**config.mk**
```make
export PLATFORM = sky130hd
export DESIGN_NAME = joystick_rate_slew_limiter_top_flat
export DESIGN_NICKNAME = d
export VERILOG_FILES = /design/src/sv/jrsl_pkg.sv /design/src/sv/jrsl_in_if.sv /design/src/sv/jrsl_out_if.sv /design/src/sv/jrsl_cfg_if.sv /design/src/sv/jrsl_update.sv /design/src/sv/joystick_rate_slew_limiter_top.sv /design/src/flat_wrapper.sv
export VERILOG_INCLUDE_DIRS = /design/src /design/src/sv
export SDC_FILE = /design/constraint.sdc
export NUM_CORES = 1
export LEC_CHECK = 0
export BUFFER_PORTS_ARGS = -buffer_cell sky130_fd_sc_hd__buf_2
export CORE_MARGIN = 2
export CORE_UTILIZATION = 54
export CTS_CLUSTER_DIAMETER = 100
export CTS_CLUSTER_SIZE = 24
export DETAILED_ROUTE_END_ITERATION = 6
export PLACE_DENSITY = 0.72
export SYNTH_ARGS = -nofsm -noshare
export SYNTH_HDL_FRONTEND = slang
export SYNTH_SLANG_ARGS = --single-unit
```
**constraint.sdc**
```tcl
create_clock -name clk -period 19.2 [get_ports clk]
set_clock_uncertainty 0.15 [all_clocks]
set_input_delay 2.88 -clock clk [delete_from_list [all_inputs] [get_ports clk]]
set_output_delay 2.88 -clock clk [all_outputs]
set_load 0.02 [all_outputs]
```
**src/sv/joystick_rate_slew_limiter_top_macros.svh**
```systemverilog
// ----------------------------------------------------------------------------
// Assertion macros for the joystick rate slew limiter
// Immediate-style wrappers around concurrent checks clocked on clk and
// disabled during reset. They compile to nothing when SYNTH is defined.
// ----------------------------------------------------------------------------
`ifndef JOYSTICK_RATE_SLEW_LIMITER_TOP_MACROS_SVH
`define JOYSTICK_RATE_SLEW_LIMITER_TOP_MACROS_SVH

`ifndef SYNTH
// Antecedent and consequent in the same cycle.
`define JRSL_ASSERT_IMP(lbl, ante, cons, msg) \
  lbl: assert property (@(posedge clk) disable iff (!rst_n) (ante) |-> (cons)) \
    else $error(msg);
// Consequent checked in the cycle after the antecedent.
`define JRSL_ASSERT_NXT(lbl, ante, cons, msg) \
  lbl: assert property (@(posedge clk) disable iff (!rst_n) (ante) |=> (cons)) \
    else $error(msg);
`else
`define JRSL_ASSERT_IMP(lbl, ante, cons, msg)
`define JRSL_ASSERT_NXT(lbl, ante, cons, msg)
`endif

`endif

```
**src/sv/jrsl_pkg.sv**
```systemverilog
// ----------------------------------------------------------------------------
// jrsl_pkg
// Types and constants shared by the joystick rate slew limiter.
// ----------------------------------------------------------------------------
`timescale 1ns / 1ps

package jrsl_pkg;

  localparam int unsigned POS_W   = 12;
  localparam int unsigned BYTE_W  = 8;
  localparam int unsigned ERR_W   = 8;
  localparam int unsigned MODE_W  = 2;
  localparam int unsigned STEP_W  = 8;
  localparam int unsigned CIDX_W  = 3;
  localparam int unsigned CDATA_W = 12;

  // Configuration register indexes.
  localparam logic [CIDX_W-1:0] CFG_SCALE_MODE = 3'd0;
  localparam logic [CIDX_W-1:0] CFG_CENTER     = 3'd1;
  localparam logic [CIDX_W-1:0] CFG_OUT_MIN    = 3'd2;
  localparam logic [CIDX_W-1:0] CFG_OUT_MAX    = 3'd3;
  localparam logic [CIDX_W-1:0] CFG_DEAD_LOW   = 3'd4;
  localparam logic [CIDX_W-1:0] CFG_DEAD_HIGH  = 3'd5;
  localparam logic [CIDX_W-1:0] CFG_SLOW_WIDTH = 3'd6;
  localparam logic [CIDX_W-1:0] CFG_FAST_STEP  = 3'd7;

  // Stick scaling codes; the unused code acts as unity.
  localparam logic [MODE_W-1:0] SCALE_HALF   = 2'd0;
  localparam logic [MODE_W-1:0] SCALE_UNITY  = 2'd1;
  localparam logic [MODE_W-1:0] SCALE_DOUBLE = 2'd2;

  // Reset values.
  localparam logic [MODE_W-1:0] RST_SCALE_MODE = SCALE_HALF;
  localparam logic [POS_W-1:0]  RST_CENTER     = 12'd1500;
  localparam logic [POS_W-1:0]  RST_OUT_MIN    = 12'd1000;
  localparam logic [POS_W-1:0]  RST_OUT_MAX    = 12'd2000;
  localparam logic [POS_W-1:0]  RST_DEAD_LOW   = 12'd1375;
  localparam logic [POS_W-1:0]  RST_DEAD_HIGH  = 12'd1625;
  localparam logic [POS_W-1:0]  RST_SLOW_WIDTH = 12'd125;
  localparam logic [STEP_W-1:0] RST_FAST_STEP  = 8'd2;
  localparam logic [POS_W-1:0]  RST_DRIVE      = 12'd1500;

  localparam logic CMD_STICK    = 1'b0;
  localparam logic CMD_RECENTER = 1'b1;

  typedef struct packed {
    logic [MODE_W-1:0] scale_mode;
    logic [POS_W-1:0]  center;
    logic [POS_W-1:0]  out_min;
    logic [POS_W-1:0]  out_max;
    logic [POS_W-1:0]  dead_low;
    logic [POS_W-1:0]  dead_high;
    logic [POS_W-1:0]  slow_width;
    logic [STEP_W-1:0] fast_step;
  } cfg_t;

  typedef struct packed {
    logic              command;
    logic [BYTE_W-1:0] high_byte;
    logic [BYTE_W-1:0] low_byte;
  } item_t;

  typedef struct packed {
    logic [POS_W-1:0] drive;
    logic             invalid;
    logic [ERR_W-1:0] err;
  } upd_t;

  typedef enum logic [2:0] {
    BAND_FAST_DOWN,
    BAND_SLOW_DOWN,
    BAND_HOLD,
    BAND_SLOW_UP,
    BAND_FAST_UP
  } band_t;

endpackage

```
**src/sv/jrsl_in_if.sv**
```systemverilog
// ----------------------------------------------------------------------------
// jrsl_in_if
// Input channel: command and the two stick bytes.
// ----------------------------------------------------------------------------
`timescale 1ns / 1ps

interface jrsl_in_if import jrsl_pkg::*; ();
  logic              valid;
  logic              ready;
  logic              command;
  logic [BYTE_W-1:0] high_byte;
  logic [BYTE_W-1:0] low_byte;

  modport source (output valid, output command, output high_byte, output low_byte,
                  input ready);
  modport sink   (input valid, input command, input high_byte, input low_byte,
                  output ready);
endinterface

```
**src/sv/jrsl_out_if.sv**
```systemverilog
// ----------------------------------------------------------------------------
// jrsl_out_if
// Result channel: drive value, invalid flag and error total.
// ----------------------------------------------------------------------------
`timescale 1ns / 1ps

interface jrsl_out_if import jrsl_pkg::*; ();
  logic             valid;
  logic             ready;
  logic [POS_W-1:0] drive_value;
  logic             invalid;
  logic [ERR_W-1:0] error_total;

  modport source (output valid, output drive_value, output invalid, output error_total,
                  input ready);
  modport sink   (input valid, input drive_value, input invalid, input error_total,
                  output ready);
endinterface

```
**src/sv/jrsl_cfg_if.sv**
```systemverilog
// ----------------------------------------------------------------------------
// jrsl_cfg_if
// Configuration write channel: register index and write data.
// ----------------------------------------------------------------------------
`timescale 1ns / 1ps

interface jrsl_cfg_if import jrsl_pkg::*; ();
  logic               valid;
  logic               ready;
  logic [CIDX_W-1:0]  index;
  logic [CDATA_W-1:0] data;

  modport source (output valid, output index, output data, input ready);
  modport sink   (input valid, input index, input data, output ready);
endinterface

```
**src/sv/jrsl_update.sv**
```systemverilog
// ----------------------------------------------------------------------------
// jrsl_update
// Next drive and error state for one packet: scale, offset, range check,
// band selection and clamped step.
// ----------------------------------------------------------------------------
`timescale 1ns / 1ps

module jrsl_update import jrsl_pkg::*; (
  input  item_t            item,
  input  cfg_t             cfg,
  input  logic [POS_W-1:0] drive,
  input  logic [ERR_W-1:0] err,
  output upd_t             upd
);

  logic signed [16:0] stick_x;
  logic signed [16:0] scaled;
  logic        [16:0] sum;
  logic        [15:0] cmd;
  logic               in_range;
  logic signed [12:0] cmd_s;
  logic signed [12:0] lo_edge;
  logic        [12:0] hi_edge;
  band_t              band;
  logic [STEP_W-1:0]  step;
  logic [POS_W-1:0]   dn_val;
  logic [POS_W-1:0]   up_val;
  logic [POS_W-1:0]   moved;

  assign stick_x = $signed({item.high_byte[BYTE_W-1], item.high_byte, item.low_byte});

  always_comb begin
    unique case (cfg.scale_mode)
      // Arithmetic shift rounds toward minus infinity; the bias fixes negatives.
      SCALE_HALF:   scaled = (stick_x + $signed({16'd0, stick_x[16]})) >>> 1;
      SCALE_DOUBLE: scaled = stick_x <<< 1;
      default:      scaled = stick_x;
    endcase
  end

  assign sum      = scaled + {5'd0, cfg.center};
  assign cmd      = sum[15:0];
  assign in_range = (cmd >= {4'd0, cfg.out_min}) && (cmd <= {4'd0, cfg.out_max});

  // Inside the valid range the command fits in 12 bits.
  assign cmd_s   = $signed({1'b0, cmd[POS_W-1:0]});
  assign lo_edge = $signed({1'b0, cfg.dead_low}) - $signed({1'b0, cfg.slow_width});
  assign hi_edge = {1'b0, cfg.dead_high} + {1'b0, cfg.slow_width};

  always_comb begin
    priority if (cmd_s < lo_edge) begin
      band = BAND_FAST_DOWN;
    end else if (cmd[POS_W-1:0] < cfg.dead_low) begin
      band = BAND_SLOW_DOWN;
    end else if (cmd[POS_W-1:0] <= cfg.dead_high) begin
      band = BAND_HOLD;
    end else if ({1'b0, cmd[POS_W-1:0]} <= hi_edge) begin
      band = BAND_SLOW_UP;
    end else begin
      band = BAND_FAST_UP;
    end
  end

  assign step = (band == BAND_FAST_DOWN || band == BAND_FAST_UP) ? cfg.fast_step
                                                                 : STEP_W'(1);

  assign dn_val = ({1'b0, drive} > ({1'b0, cfg.out_min} + {5'd0, step}))
                ? (drive - {4'd0, step}) : cfg.out_min;
  assign up_val = ($signed({1'b0, drive}) <
                   ($signed({1'b0, cfg.out_max}) - $signed({5'd0, step})))
                ? (drive + {4'd0, step}) : cfg.out_max;

  always_comb begin
    unique case (band)
      BAND_FAST_DOWN, BAND_SLOW_DOWN: moved = dn_val;
      BAND_SLOW_UP, BAND_FAST_UP:     moved = up_val;
      default:                        moved = drive;
    endcase
  end

  always_comb begin
    upd.drive   = drive;
    upd.invalid = 1'b0;
    upd.err     = err;
    if (item.command == CMD_RECENTER) begin
      upd.drive = cfg.center;
    end else if (!in_range) begin
      upd.invalid = 1'b1;
      upd.err     = err + ERR_W'(1);
    end else begin
      upd.drive = moved;
    end
  end

endmodule

```
**src/sv/joystick_rate_slew_limiter_top.sv**
```systemverilog
// Flow: a packet accepted into the input register moves on once the result register is free.
// Throughput: one packet per cycle while out_ch.ready holds; the update logic sits between
// the input register and the result register, and drive and error state update in the same
// cycle. Reset (synchronous, rst_n low): drive 1500, error count 0, registers to defaults.
// ----------------------------------------------------------------------------
// joystick_rate_slew_limiter_top
// Deadband rate limiter for a joystick axis: decodes stick packets, checks
// the command range, counts errors and slews a 12-bit drive value.
// ----------------------------------------------------------------------------
`timescale 1ns / 1ps
`include "joystick_rate_slew_limiter_top_macros.svh"

module joystick_rate_slew_limiter_top import jrsl_pkg::*; (
  input  logic              clk,
  input  logic              rst_n,
  jrsl_in_if.sink           in_ch,
  jrsl_out_if.source        out_ch,
  jrsl_cfg_if.sink          cfg_ch
);

  cfg_t             cfg_r, cfg_nxt;
  logic             s1_valid_r, s1_valid_nxt;
  item_t            s1_item_r;
  logic             out_valid_r, out_valid_nxt;
  logic [POS_W-1:0] out_drive_r;
  logic             out_invalid_r;
  logic [ERR_W-1:0] out_err_r;
  logic [POS_W-1:0] drive_r;
  logic [ERR_W-1:0] err_r;
  logic             s1_adv;
  logic             s1_fire;
  logic             in_fire;
  upd_t             upd;

  // ---------------- configuration registers ----------------
  assign cfg_ch.ready = 1'b1;

  always_comb begin
    cfg_nxt = cfg_r;
    if (cfg_ch.valid) begin
      unique case (cfg_ch.index)
        CFG_SCALE_MODE: cfg_nxt.scale_mode = cfg_ch.data[MODE_W-1:0];
        CFG_CENTER:     cfg_nxt.center     = cfg_ch.data[POS_W-1:0];
        CFG_OUT_MIN:    cfg_nxt.out_min    = cfg_ch.data[POS_W-1:0];
        CFG_OUT_MAX:    cfg_nxt.out_max    = cfg_ch.data[POS_W-1:0];
        CFG_DEAD_LOW:   cfg_nxt.dead_low   = cfg_ch.data[POS_W-1:0];
        CFG_DEAD_HIGH:  cfg_nxt.dead_high  = cfg_ch.data[POS_W-1:0];
        CFG_SLOW_WIDTH: cfg_nxt.slow_width = cfg_ch.data[POS_W-1:0];
        CFG_FAST_STEP:  cfg_nxt.fast_step  = cfg_ch.data[STEP_W-1:0];
        default:        cfg_nxt = cfg_r;
      endcase
    end
  end

  always_ff @(posedge clk) begin
    if (!rst_n) begin
      cfg_r.scale_mode <= RST_SCALE_MODE;
      cfg_r.center     <= RST_CENTER;
      cfg_r.out_min    <= RST_OUT_MIN;
      cfg_r.out_max    <= RST_OUT_MAX;
      cfg_r.dead_low   <= RST_DEAD_LOW;
      cfg_r.dead_high  <= RST_DEAD_HIGH;
      cfg_r.slow_width <= RST_SLOW_WIDTH;
      cfg_r.fast_step  <= RST_FAST_STEP;
    end else begin
      cfg_r <= cfg_nxt;
    end
  end

  // ---------------- input register ----------------
  // The input stage moves on whenever the result register is empty or drains.
  assign s1_adv       = !out_valid_r || out_ch.ready;
  assign s1_fire      = s1_valid_r && s1_adv;
  assign in_ch.ready  = !s1_valid_r || s1_adv;
  assign in_fire      = in_ch.valid && in_ch.ready;
  assign s1_valid_nxt = in_fire ? 1'b1 : (s1_fire ? 1'b0 : s1_valid_r);

  always_ff @(posedge clk) begin
    if (!rst_n) begin
      s1_valid_r <= 1'b0;
    end else begin
      s1_valid_r <= s1_valid_nxt;
    end
  end

  always_ff @(posedge clk) begin
    if (in_fire) begin
      s1_item_r.command   <= in_ch.command;
      s1_item_r.high_byte <= in_ch.high_byte;
      s1_item_r.low_byte  <= in_ch.low_byte;
    end
  end

  // ---------------- update and result register ----------------
  jrsl_update u_update (
    .item  (s1_item_r),
    .cfg   (cfg_r),
    .drive (drive_r),
    .err   (err_r),
    .upd   (upd)
  );

  assign out_valid_nxt = s1_fire ? 1'b1 : (out_ch.ready ? 1'b0 : out_valid_r);

  always_ff @(posedge clk) begin
    if (!rst_n) begin
      out_valid_r <= 1'b0;
      drive_r     <= RST_DRIVE;
      err_r       <= '0;
    end else begin
      out_valid_r <= out_valid_nxt;
      if (s1_fire) begin
        drive_r <= upd.drive;
        err_r   <= upd.err;
      end
    end
  end

  always_ff @(posedge clk) begin
    if (s1_fire) begin
      out_drive_r   <= upd.drive;
      out_invalid_r <= upd.invalid;
      out_err_r     <= upd.err;
    end
  end

  assign out_ch.valid       = out_valid_r;
  assign out_ch.drive_value = out_drive_r;
  assign out_ch.invalid     = out_invalid_r;
  assign out_ch.error_total = out_err_r;

  // ---------------- assertions ----------------
  `JRSL_ASSERT_NXT(a_drive_holds_when_idle, !s1_fire, $stable(drive_r), "drive changed without a packet")
  `JRSL_ASSERT_NXT(a_err_only_on_invalid, s1_fire && !upd.invalid, $stable(err_r), "error count moved on a valid beat")
  `JRSL_ASSERT_IMP(a_out_drive_tracks_state, out_valid_r, out_drive_r == drive_r, "result drive differs from state")
  `JRSL_ASSERT_IMP(a_out_err_tracks_state, out_valid_r, out_err_r == err_r, "result error total differs from state")
  `JRSL_ASSERT_IMP(a_recenter_valid, s1_fire && s1_item_r.command == CMD_RECENTER, !upd.invalid, "re-center flagged invalid")

endmodule

```
**src/flat_wrapper.sv**
```systemverilog
// flat-port wrapper written by rule: the top's interface ports become plain ports
module joystick_rate_slew_limiter_top_flat import jrsl_pkg::*;
  (clk, rst_n, in_ch_valid, in_ch_command, in_ch_high_byte, in_ch_low_byte, in_ch_ready, out_ch_valid, out_ch_drive_value, out_ch_invalid, out_ch_error_total, out_ch_ready, cfg_ch_valid, cfg_ch_index, cfg_ch_data, cfg_ch_ready);
  jrsl_in_if in_ch_i ();
  jrsl_out_if out_ch_i ();
  jrsl_cfg_if cfg_ch_i ();
  input  logic clk;
  input  logic rst_n;
  input wire logic [$bits(in_ch_i.valid)-1:0] in_ch_valid;
  input wire logic [$bits(in_ch_i.command)-1:0] in_ch_command;
  input wire logic [$bits(in_ch_i.high_byte)-1:0] in_ch_high_byte;
  input wire logic [$bits(in_ch_i.low_byte)-1:0] in_ch_low_byte;
  output wire logic [$bits(in_ch_i.ready)-1:0] in_ch_ready;
  output wire logic [$bits(out_ch_i.valid)-1:0] out_ch_valid;
  output wire logic [$bits(out_ch_i.drive_value)-1:0] out_ch_drive_value;
  output wire logic [$bits(out_ch_i.invalid)-1:0] out_ch_invalid;
  output wire logic [$bits(out_ch_i.error_total)-1:0] out_ch_error_total;
  input wire logic [$bits(out_ch_i.ready)-1:0] out_ch_ready;
  input wire logic [$bits(cfg_ch_i.valid)-1:0] cfg_ch_valid;
  input wire logic [$bits(cfg_ch_i.index)-1:0] cfg_ch_index;
  input wire logic [$bits(cfg_ch_i.data)-1:0] cfg_ch_data;
  output wire logic [$bits(cfg_ch_i.ready)-1:0] cfg_ch_ready;
  assign in_ch_i.valid = in_ch_valid;
  assign in_ch_i.command = in_ch_command;
  assign in_ch_i.high_byte = in_ch_high_byte;
  assign in_ch_i.low_byte = in_ch_low_byte;
  assign in_ch_ready = in_ch_i.ready;
  assign out_ch_valid = out_ch_i.valid;
  assign out_ch_drive_value = out_ch_i.drive_value;
  assign out_ch_invalid = out_ch_i.invalid;
  assign out_ch_error_total = out_ch_i.error_total;
  assign out_ch_i.ready = out_ch_ready;
  assign cfg_ch_i.valid = cfg_ch_valid;
  assign cfg_ch_i.index = cfg_ch_index;
  assign cfg_ch_i.data = cfg_ch_data;
  assign cfg_ch_ready = cfg_ch_i.ready;
  joystick_rate_slew_limiter_top u_core (.clk(clk), .rst_n(rst_n), .in_ch(in_ch_i), .out_ch(out_ch_i), .cfg_ch(cfg_ch_i));
endmodule
```
==> results of run 1 <==
## synthesized netlist by cell type (5+ instances only)
cell type / n / area, µm²
nand2_1: 211 / 792.0
ha_1: 159 / 1989
a21oi_1: 123 / 615.6
dfxtp_1: 104 / 2082
inv_1: 104 / 390.4
nor2_1: 82 / 307.8
o21ai_0: 67 / 335.3
xnor2_1: 51 / 446.7
o211ai_1: 41 / 307.8
nand3_1: 39 / 195.2
clkbuf_1: 38 / 142.6
edfxtp_1: 38 / 1141
a21o_1: 34 / 255.2
nor3_1: 29 / 145.1
nor2b_1: 27 / 168.9
mux2i_1: 21 / 210.2
xor2_1: 20 / 175.2
o21a_1: 18 / 135.1
nand2b_1: 17 / 106.4
nand4_1: 16 / 100.1
a211oi_1: 14 / 105.1
a31oi_1: 14 / 87.58
and3_1: 14 / 87.58
o21bai_1: 13 / 97.59
and2_1: 10 / 62.56
a31o_2: 9 / 78.83
o211a_1: 8 / 80.08
or3_1: 8 / 50.05
fa_1: 7 / 140.1
a221o_1: 6 / 60.06
a221oi_2: 6 / 90.09
nor4_1: 6 / 37.54
a211o_1: 5 / 43.79
a32oi_1: 5 / 43.79
buf_2: 5 / 25.02
o2111ai_1: 5 / 43.79
o21ai_1: 5 / 25.02
## power groups by stage
stage	Clock (mW)	Combinational, mW	Sequential [mW]
final	0.329	0.423	0.336
after global routing	0.343	0.465	0.338
after CTS	0.332	0.415	0.336
after detailed placement	0	0.411	0.342
after global placement	0	0.402	0.342
after floorplan	0	0.307	0.338
## worst min path at each step
| stage | end | cells after the start | slack (ns) |
|---|---|---|---|
| after floorplan | u_core.cfg_r[0] | 2 | 0.29 |
| after global placement | u_core.cfg_r[0] | 2 | 0.30 |
| after detailed placement | u_core.cfg_r[0] | 2 | 0.30 |
| after CTS | u_core.cfg_r[0] | 2 | 0.31 |
| after global routing | u_core.cfg_r[0] | 2 | 0.33 |
| final | u_core.cfg_r[0] | 2 | 0.32 |
## per-layer routing
| metal | wire length, µm | vias up | track usage (%) |
|---|---|---|---|
| met2 | 16020 | 479 | 49.61 |
| li1 | - | 5426 | - |
| met5 | 0 | - | 0 |
| met3 | 2959 | 87 | 5.130 |
| met1 | 15260 | 5169 | 39.89 |
| met4 | 1444 | 0 | 12.64 |
## flip-flops by register name, indices dropped and copies added (netlist names)
register	flops
u_core.cfg_r	82
u_core.drive_r	12
u_core.err_r	8
u_core.out_ch.drive_value	12
u_core.out_ch.error_total	8
u_core.out_ch.invalid	1
u_core.out_ch.valid	1
u_core.s1_item_r	17
u_core.s1_valid_r	1
## cell type report
class / instances / area, µm²
repair buffers: 69 / 370.4
clock inverters: 15 / 147.6
fillers: 1925 / 8761
flip-flops and latches: 142 / 3223
clock buffers: 17 / 425.4
multi-input cells: 1175 / 8283
inverters: 106 / 397.9
well taps: 280 / 350.3
## cell families (layout without fill, tap and decap cells)
logic type	Yosys count	in the layout	share of synthesized area, %
adders and majority gates	168	168	17.73
muxes	23	23	1.918
AOI/OAI and AO/OA	427	427	24.38
DFF	142	142	26.57
xor gates and xnor gates	71	71	5.126
buffers and inverters	158	207	5.271
and+or+nand+nor	485	485	18.97
other	1	1	0.03091
## critical path: cells and delay by family, from the launching register on
kind	cells	cell delay [ns]
and+or+nand+nor	11	1.67
xor gates and xnor gates	2	0.42
buffers and inverters	1	0.22
adders and majority gates	4	1.38
AOI/OAI and AO/OA	26	6.35
DFF	1	0.53
## per-stage QoR
stage | setup WS (ns) | util [%] | cells | area [µm²]
2_1_floorplan | 10.17 | - | 1475 | 12130
3_3_place_gp | 8.737 | 57.49 | 1772 | 12620
3_5_place_dp | 8.590 | 57.49 | 1772 | 12620
4_1_cts | 8.524 | 60.10 | 1804 | 13200
5_1_grt | 7.389 | 60.10 | 1804 | 13200
6_report | 8.208 | 60.10 | 1804 | 13200
==> impl.org, run 1 <==
** Timing
- Setup repair after global routing missed its margin :: false
- After layout, the minimum clock period comes to 10.99 ns.
- The hold violation count in the final report came to 0.
- The final count of pins violating max slew came to 0.
- Part of the cycle the worst path needs :: 57.25%
- Derived from the worst setup path, the maximum achievable clock frequency is 0.09098 GHz.
- Measured against its own limit, the worst slew margin works out to 18.38%.
- Adding up every negative setup slack in the final design gives 0 ns.
- Pin slew with the least headroom to its limit :: 1.220 ns
- Final hold analysis gives a worst-case slack of 0.3168 ns.
- Setup-failing EPs final :: 0

** Worst setup path
- Worst Setup End Kind :: register
- In this run the worst path has a maximum fanout of 15.
- The endpoint identified for the worst register-to-register timing path is u_core.out_ch.drive_value[8].
- The worst setup path is launched from a register.
- Critical path endpoint :: u_core.out_ch.drive_value[8]
- In this run the register-to-register setup slack is 8.21 ns.
- The worst register-to-register path begins at u_core.s1_item_r[15].
- STA puts the critical path data required time at 19.23 ns.
- The slowest stage of the critical path is the a311oi_4 cell.
- The setup path with the least slack is of type reg -> reg.
- STA puts the critical path data arrival time at 11.03 ns.
- The critical path starts at u_core.s1_item_r[15].
- Counting cells, the worst reg-to-reg path comes to 44.
- The largest single stage delay on the critical path is 0.55 ns.

** Synth
- Sequential cells were found to cover 26.57% of the synthesized design area.
- Async SR Flop Fraction :: 0%
- Number of synthesized register bits :: 142
- Ys flop type :: dfxtp_1
- A synthesized cell averages 8.224 µm².
- Post-synth design cell area :: 12130 µm²
- Yosys mapped a number of flops with a built-in enable equal to 38.
- Netlist cell types :: 95
- After technology mapping, the gate count stands at 1475.
- The number of nets handed over by synthesis was 1678.
- Number of synthesis warnings :: 0

** Power and ir drop
- Int Power :: 0.6564 mW
- Net switching is 39.71% of the power.
- Combinational cells account for 38.9% of the total power.
- For this design the total switching power over the nets is 0.4324 mW.
- After layout, the design draws a total of 1.089 mW.
- In this run, the clock network consumes 30.2% of the power.
- Static Leak :: 5.648 nW
- Sequential share of power :: 30.9%
- In this run the power density over the cells is 82.49 nW/µm².
- Largest vdd supply drop :: 0.07388 mV

** Cells and area
- The repair_antennas step left the layout with diodes totalling 0.
- In the layout the commonest cells are nand2_1 (211), ha_1 (159), a21oi_1 (123).
- At the end of the flow, the number of nets in the layout was 1714.
- The library cell used most frequently in the layout, excluding fill and tap cells, is nand2_1.
- Area growth, synth to finish :: 8.799%
- Share of final-layout standard cells stronger than drive strength 1 :: 10.04%

** Global routing
- The number of antenna violations at the first check in global routing is 0.
- Entering global routing, the biggest net connects 56 pins.
- The first global-routing pass estimated 56300 µm of wire.
- GRT Total Usage :: 30.34%
- Global routing finished with a remaining overflow of 0.
- Via count of the first global-routing pass :: 10660

** Route
- Number of vias after detailed routing :: 11160
- After detailed routing, the average wire length per cell comes to 19.78 µm.
- After detailed routing, the number of remaining DRC violations is 0.
- The final layout contains routed wiring with a total length of 35690 µm.
- Detailed-routing iteration count for the pre-antenna-repair pass :: 6
- Via-to-Cell Ratio :: 6.187
- In this run, the number of DRC markers left after iteration 0 of detailed routing was 863.
- Final ANT Viol Nets :: 0

** Outcome
- Result of the run :: finished clean

** Die
- Die outline area :: 23680 µm²
- 61 I/O pins were placed.
- Measured along the x axis, the die boundary spans 153.9 µm.
- For this configuration, the core starts out at a cell density of 55.24%.
- From bottom edge to top edge, the die measures 153.9 µm.
- The floorplan has 54 rows.
- Placeable Area :: 21960 µm²

** Flow run
- The tool flagged a number of max-cap violations equal to 0.

** Place
- Final weighted congestion in routability-driven placement :: 0.9608
- The count of buffers added on input and output ports is 59.
- Detailed placement finished with a half-perimeter wire length of 27320 µm.

** Clock network
- Number of CTS-inserted buffers :: 17
- Hold repair after CTS inserted 0 buffers.
- Gates resized, CTS repair :: 0
- Counting along the longest clock path gives a buffer depth of 2.
- H-tree depth :: 4
- CTS sink count :: 142
- The clock reaches the later pin of the worst-skew pair after 0.44 ns.
- Clock-pin slew was measured on the worst setup and hold paths at 0.08 ns.
- Number of setup buffers added after CTS :: 0
- CTS tree :: built
- The tree is rooted in a clkbuf_16.

** Worst hold path
- Worst min-delay path category :: reg -> reg
- The startpoint identified for the worst hold timing path is u_core.cfg_r[0].
(Power assumes the default switching activity.)
==> run 2: changes to the inputs <==
==> constraint.sdc (replaced) <==
create_clock -name clk -period 11.5 [get_ports clk]
set_clock_uncertainty 0.15 [all_clocks]
set_input_delay 1.725 -clock clk [delete_from_list [all_inputs] [get_ports clk]]
set_output_delay 1.725 -clock clk [all_outputs]
set_load 0.02 [all_outputs]
==> impl.org, run 2 (same netlist as run 1, synthesis figures left out) <==
** Outcome
- Result of the run :: finished clean

** Die
- Once the floorplan was initialized, standard cells occupied 55.24% of the core.
- The floorplan step defined a die boundary enclosing 23680 µm².
- Die span in x :: 153.9 µm
- During I/O placement, the number of pins put on the boundary was 61.
- The total area inside the core boundary comes to 21960 µm².
- Die extent in y :: 153.9 µm
- Floorplan row count :: 54

** Clock network
- Hold-fix buffers at CTS :: 0
- TritonCTS built the clock tree.
- H-tree depth :: 4
- The clock drives 142 sinks.
- CTS Root Buffer Type :: clkbuf_16
- Number of buffers on the longest clock path :: 2
- In this run, CTS created clock tree buffers numbering 17.
- The number of setup buffers added after CTS is 0.
- Once the clock tree was built, the resizer swapped 0 gates to a different size.
- Clock latency on the worst-skew pair, taken at its later pin, is 0.43 ns.
- Clk pin slew, worst setup/hold paths :: 0.07 ns

** Route
- The count of nets left with antenna violations once routing finished came out at 0.
- For this run, the detailed router's first-pass iteration total came to 6.
- Wirelength per Cell :: 20.02 µm
- Remaining DRCs :: 0
- Final wirelength :: 36150 µm
- In the routed layout, each cell is associated on average with a via count of 6.177.
- Number of vias after detailed routing :: 11150
- Detailed router's first-iteration violation count :: 1108

** Power and ir drop
- Dividing total power by cell area gives a power density of 139.3 nW/µm².
- Static Leak :: 5.662 nW
- The design draws 1.842 mW.
- VDD sags by at most 0.07334 mV.

** Worst setup path
- Critical-path maximum fanout :: 30
- For this design, the slowest cell found on the critical path is dfxtp_1.
- Worst Setup End Kind :: register
- STA classifies the critical path startpoint as a register.
- Delay of the slowest cell on the worst path :: 0.91 ns
- Data on the critical path is required at its endpoint by 11.54 ns.
- CP Buf/Inv Count :: 1
- At the worst endpoint, the arrival time is 10.60 ns.
- Broken down by cell family, the worst path's largest delay share belongs to compound AO/OA/AOI/OAI gates.
- Worst path most repeated cell :: o21ai_0
- Critical setup path kind :: reg -> reg

** Timing
- In the final timing run, aggregate negative setup slack is 0 ns.
- The routed design could run at a clock period as short as 10.56 ns.
- Setup violations remaining at the end of the flow were counted as 0.
- The hold violation count in the final report came to 0.
- Across all hold checks on the routed design, the worst slack comes to 0.3158 ns.
- Part of the cycle the worst path needs :: 91.83%
- Static timing analysis puts the maximum clock frequency at 0.09469 GHz.
- Setup repair after global routing missed its margin :: false
- Pin slew with the least headroom to its limit :: 1.163 ns
- The final count of pins violating max slew is 0.
- In this run the tightest slew margin relative to its limit is 22.03%.

** Global routing
- For this run the aggregate overflow at the end of global routing stands at 0.
- Initial antenna violation count :: 0
- Pin count of the biggest net entering global routing :: 56
- The via count of the first global-routing pass came to 10550.
- GRT Total Usage :: 30.62%
- Wire length of the first global-routing pass :: 56900 µm

** Place
- Once placement finished, the instance area stood at 12630 µm².
- The congestion estimate from routability-driven global placement came to 0.9883.
- Placed wire-length estimate :: 27550 µm
- In this run the tool buffered the top-level ports with 59 buffer cells.

** Cells and area
- Register name with the most flops :: u_core.cfg_r
- Of the cells placed in the final design, the portion with a size suffix greater than 1 is 9.836%.
- The library cell used most frequently in the layout, excluding fill and tap cells, is nand2_1.
- Area growth, synth to finish :: 9.025%
- Final net count :: 1715
- The multi-input combinational cells in the finished layout cover a total of 8283 µm².
- Registers take 3223 µm².
- Commonest non-fill, non-tap cells in the layout :: nand2_1 (211), ha_1 (159), a21oi_1 (123)
- Number of flip-flops in the largest register :: 82
- The largest registers in the layout are u_core.cfg_r: 82 flops, u_core.s1_item_r: 17 flops.
- Final design area excluding fillers :: 13230 µm²
- Fill count :: 1955
- Number of antenna cells inserted :: 0

** Flow run
- Max-cap violations in this run came to 0.

** Worst hold path
- In this run the worst hold path is classified as reg -> reg.
-- run 2: changes by cell type in the layout (fill, tap and decap cells not counted), sizes merged --
| cell | change |
|---|---|
| buf | +1 |
| bufinv | +1 |
| clkbuf | +8 |
| clkinv | -3 |
| inv | -6 |
-- run 2: area by class of cell --
type / instances / area share, %
clock buffers: 25 / 3.917
repair buffers: 70 / 2.857
clock inverters: 7 / 0.5676
well taps: 280 / 2.649
multi-input cells: 1175 / 62.63
flip-flops and latches: 142 / 24.37
inverters: 106 / 3.009
-- run 2: path summary, 6_finish.rpt --
check / startpoint / endpoint / slack [ns] / depth (start not counted)
hold / removal: u_core.cfg_r[0] / u_core.cfg_r[0] / 0.32 / 2
setup reg to reg: u_core.cfg_r[80] / u_core.out_ch.drive_value[8] / 0.94 / 39
hold reg to reg: u_core.cfg_r[0] / u_core.cfg_r[0] / 0.32 / 2
setup / recovery: u_core.cfg_r[80] / u_core.out_ch.drive_value[8] / 0.94 / 39
-- run 2: power by group --
| part | internal, mW | total [mW] | switching, mW |
|---|---|---|---|
| clock network | 0.337 | 0.570 | 0.234 |
| logic | 0.274 | 0.709 | 0.435 |
| registers | 0.534 | 0.563 | 0.0283 |
-- run 2: worst register-to-register path: cells and delay by family (launching register included) --
family	cells	cell delay, ns
AO/OA/AOI/OAI	25	5.85
XOR/XNOR	2	0.80
adder cells (fa/ha/maj)	4	1.27
buffers and inverters	1	0.22
flip-flops	1	0.91
AND/OR/NAND/NOR	7	1.13
-- run 2: metrics by stage --
stage	util, %	setup slack (ns)	std cells
global route	60.23	0.03797	1805
CTS	60.23	1.181	1805
finish	60.23	0.9395	1805
global placement	57.53	1.505	1773
floorplan	-	2.474	1475
detailed placement	57.53	1.254	1773
-- run 2: per-layer routing --
metal  GRT usage (%)  routed length [µm]  share of wire (%)  vias to the layer above
li1                -                   -                  -                     5407
met1           40.95               15710                 43                     5209
met2           49.68               16440                 45                      461
met3           6.201                2828                7.8                       73
met4           10.24                1167                3.2                        0
met5               0                   0                  0                        -
==> run 3: changes to the inputs <==
--- a/config.mk
+++ b/config.mk
@@ -13,6 +13,7 @@
 export CTS_CLUSTER_SIZE = 24
 export DETAILED_ROUTE_END_ITERATION = 6
 export PLACE_DENSITY = 0.72
+export RECOVER_POWER = 100
 export SYNTH_ARGS = -nofsm -noshare
 export SYNTH_HDL_FRONTEND = slang
 export SYNTH_SLANG_ARGS = --single-unit
==> impl.org, run 3 (same netlist as run 1, synthesis figures left out) <==
** Worst setup path
- Worst Setup End Kind :: register
- Critical setup path kind :: reg -> reg
- Number of cells traversed by the worst register-to-register path :: 39
- The largest single stage delay on the critical path is 0.91 ns.
- Slowest library cell on the worst path :: dfxtp_1
- At the worst endpoint, the arrival time is 10.54 ns.
- The worst setup path is launched from a register.
- Data on the critical path is required at its endpoint by 11.54 ns.
- Of all nets on the critical path, the largest fanout is 30.
- Worst path most repeated cell :: o21ai_0

** Clock network
- After clock tree synthesis, the setup repair step added 0 buffers.
- Gates resized, CTS repair :: 0
- Clock tree synthesis inserted a total of 17 buffers.
- The clock net in this run drives a total of 142 sinks.
- CTS tree :: built
- H-tree depth :: 4
- Hold repair after CTS inserted 0 buffers.
- Clk pin slew, worst setup/hold paths :: 0.07 ns
- The later pin in the worst-skew pair is clocked with a latency of 0.43 ns.
- Number of buffers on the longest clock path :: 2
- CTS Root Buffer Type :: clkbuf_16

** Timing
- Final period demand of the worst path :: 10.50 ns
- Pin slew with the least headroom to its limit :: 2.722 ns
- Worst Setup Slack, final :: 0.9953 ns
- Number of failing hold endpoints at the final stage :: 0
- Setup repair after global routing left no endpoint under its margin.
- The final count of pins violating max slew was 72.
- Measured against its own limit, the worst slew margin works out to -81.48%.
- Setup TNS :: 0 ns
- Hold_ws :: 0.3154 ns
- Highest achievable clock rate :: 0.09520 GHz
- The worst path uses 91.34% of the clock period.
- Setup violations remaining at the end of the flow were counted as 0.

** Die
- Row generation in the floorplan step produced 54 rows.
- Once the floorplan was initialized, standard cells occupied 55.24% of the core.
- Boundary pin count :: 61
- Measured along the x axis, the die boundary spans 153.9 µm.
- Die outline area :: 23680 µm²
- Die extent in y :: 153.9 µm
- The core region is 21960 µm².

** Cells and area
- Number of antenna cells inserted :: 0
- Final design area excluding fillers :: 13140 µm²
- Cells fill 59.83% of the core in the end.
- In the final layout, the share of cells above drive strength 1 is 7.541%.
- The top cell types in the final layout, fill and taps aside, are nand2_1 (211), ha_1 (159), a21oi_1 (123).
- Area growth, synth to finish :: 8.303%
- Register name with the most flops :: u_core.cfg_r
- The largest registers in the layout are u_core.cfg_r: 82 flops, u_core.s1_item_r: 17 flops.
- In the final design database the tool counted 1715 nets.
- The library cell used most frequently in the layout, excluding fill and tap cells, is nand2_1.
- Number of flip-flops in the largest register :: 82

** Flow run
- The tool flagged a number of max-cap violations equal to 2.

** Global routing
- Pin count of the biggest net entering global routing :: 56
- After global routing the overflow that remains totals 0.
- The first global-routing pass estimated 56900 µm of wire.
- The via count of the first global-routing pass is 10550.
- Initial antenna violation count :: 0
- Global routing used 30.62% of the available tracks across all layers.

** Route
- Detailed router's first-iteration violation count :: 1119
- Final wirelength :: 36190 µm
- The count of nets left with antenna violations once routing finished came out at 0.
- Dividing the detail-routed via count by the number of cells gives 6.165.
- After detailed routing, the average wire length per cell comes to 20.05 µm.
- Summing over every cut layer, the via total after detailed routing is 11130.
- Before antenna repair, the detailed router went through 5 iterations.
- Remaining DRCs :: 0

** Outcome
- The checks that failed: max-capacitance violations, max-slew violations.
- Result of the run :: finished, violations left

** Place
- Port buffering added 59 buffers.
- At the placement stage, the worst setup path has a slack of 1.254 ns.
- Final weighted congestion in routability-driven placement :: 0.9883
- Once detailed placement completed, the half-perimeter wirelength came to 27550 µm.
- In this run the cell area measured after placement is 12630 µm².

** Power and ir drop
- Static Leak :: 5.576 nW
- Pwr/cell area :: 139.7 nW/µm²
- VDD sags by at most 0.07295 mV.

** Worst hold path
- Count of cells along the worst hold path :: 2
- The tightest min-delay check is of the reg -> reg type.
[run 3: changes by cell type in the layout (fill, tap and decap cells not counted), sizes merged]
| cell | previous run | this run |
|---|---|---|
| buf | 70 | 43 |
| clkbuf | 25 | 52 |
[run 3: worst max-delay path: cells and delay by family (launching register included)]
kind	cells	cell delay (ns)
buffers and inverters	1	0.21
flip-flops	1	0.91
adder cells (fa/ha/maj)	4	1.26
AND/OR/NAND/NOR	7	1.11
XOR/XNOR	2	0.79
AO/OA/AOI/OAI	25	5.83
[run 3: worst paths after layout]
path               startpoint                           end  slack, ns
min           u_core.cfg_r[0]               u_core.cfg_r[0]       0.32
min reg2reg   u_core.cfg_r[0]               u_core.cfg_r[0]       0.32
max          u_core.cfg_r[80]  u_core.out_ch.drive_value[8]        1.0
max reg2reg  u_core.cfg_r[80]  u_core.out_ch.drive_value[8]        1.0
[run 3: area by class of cell]
cell class | instances | area (µm²)
inverter | 106 | 397.9
sequential | 142 | 3223
tap | 280 | 350.3
clock inverter | 7 | 75.07
fill | 1985 | 8821
multi-input combinational | 1175 | 8237
clock buffer | 25 | 518.0
timing repair buffer | 70 | 336.6
[run 3: where the power goes]
group	internal [mW]	switching, mW
logic	0.272	0.432
registers	0.534	0.0286
clock network	0.337	0.231
total	1.14	0.692
[run 3: per-layer routing]
layer | global-route usage, % | up-vias | wire [µm]
li1 | - | 5402 | -
met1 | 40.95 | 5220 | 15840
met2 | 49.68 | 436 | 16500
met3 | 6.201 | 69 | 2685
met4 | 10.24 | 0 | 1165
met5 | 0 | - | 0
[run 3: metrics by stage]
| step | std cells | power [mW] |
|---|---|---|
| finish | 1805 | 1.835 |
| global route | 1805 | 1.934 |
| CTS | 1805 | 1.825 |
| detailed placement | 1773 | 1.261 |
| global placement | 1773 | 1.246 |
| floorplan | 1475 | 1.077 |
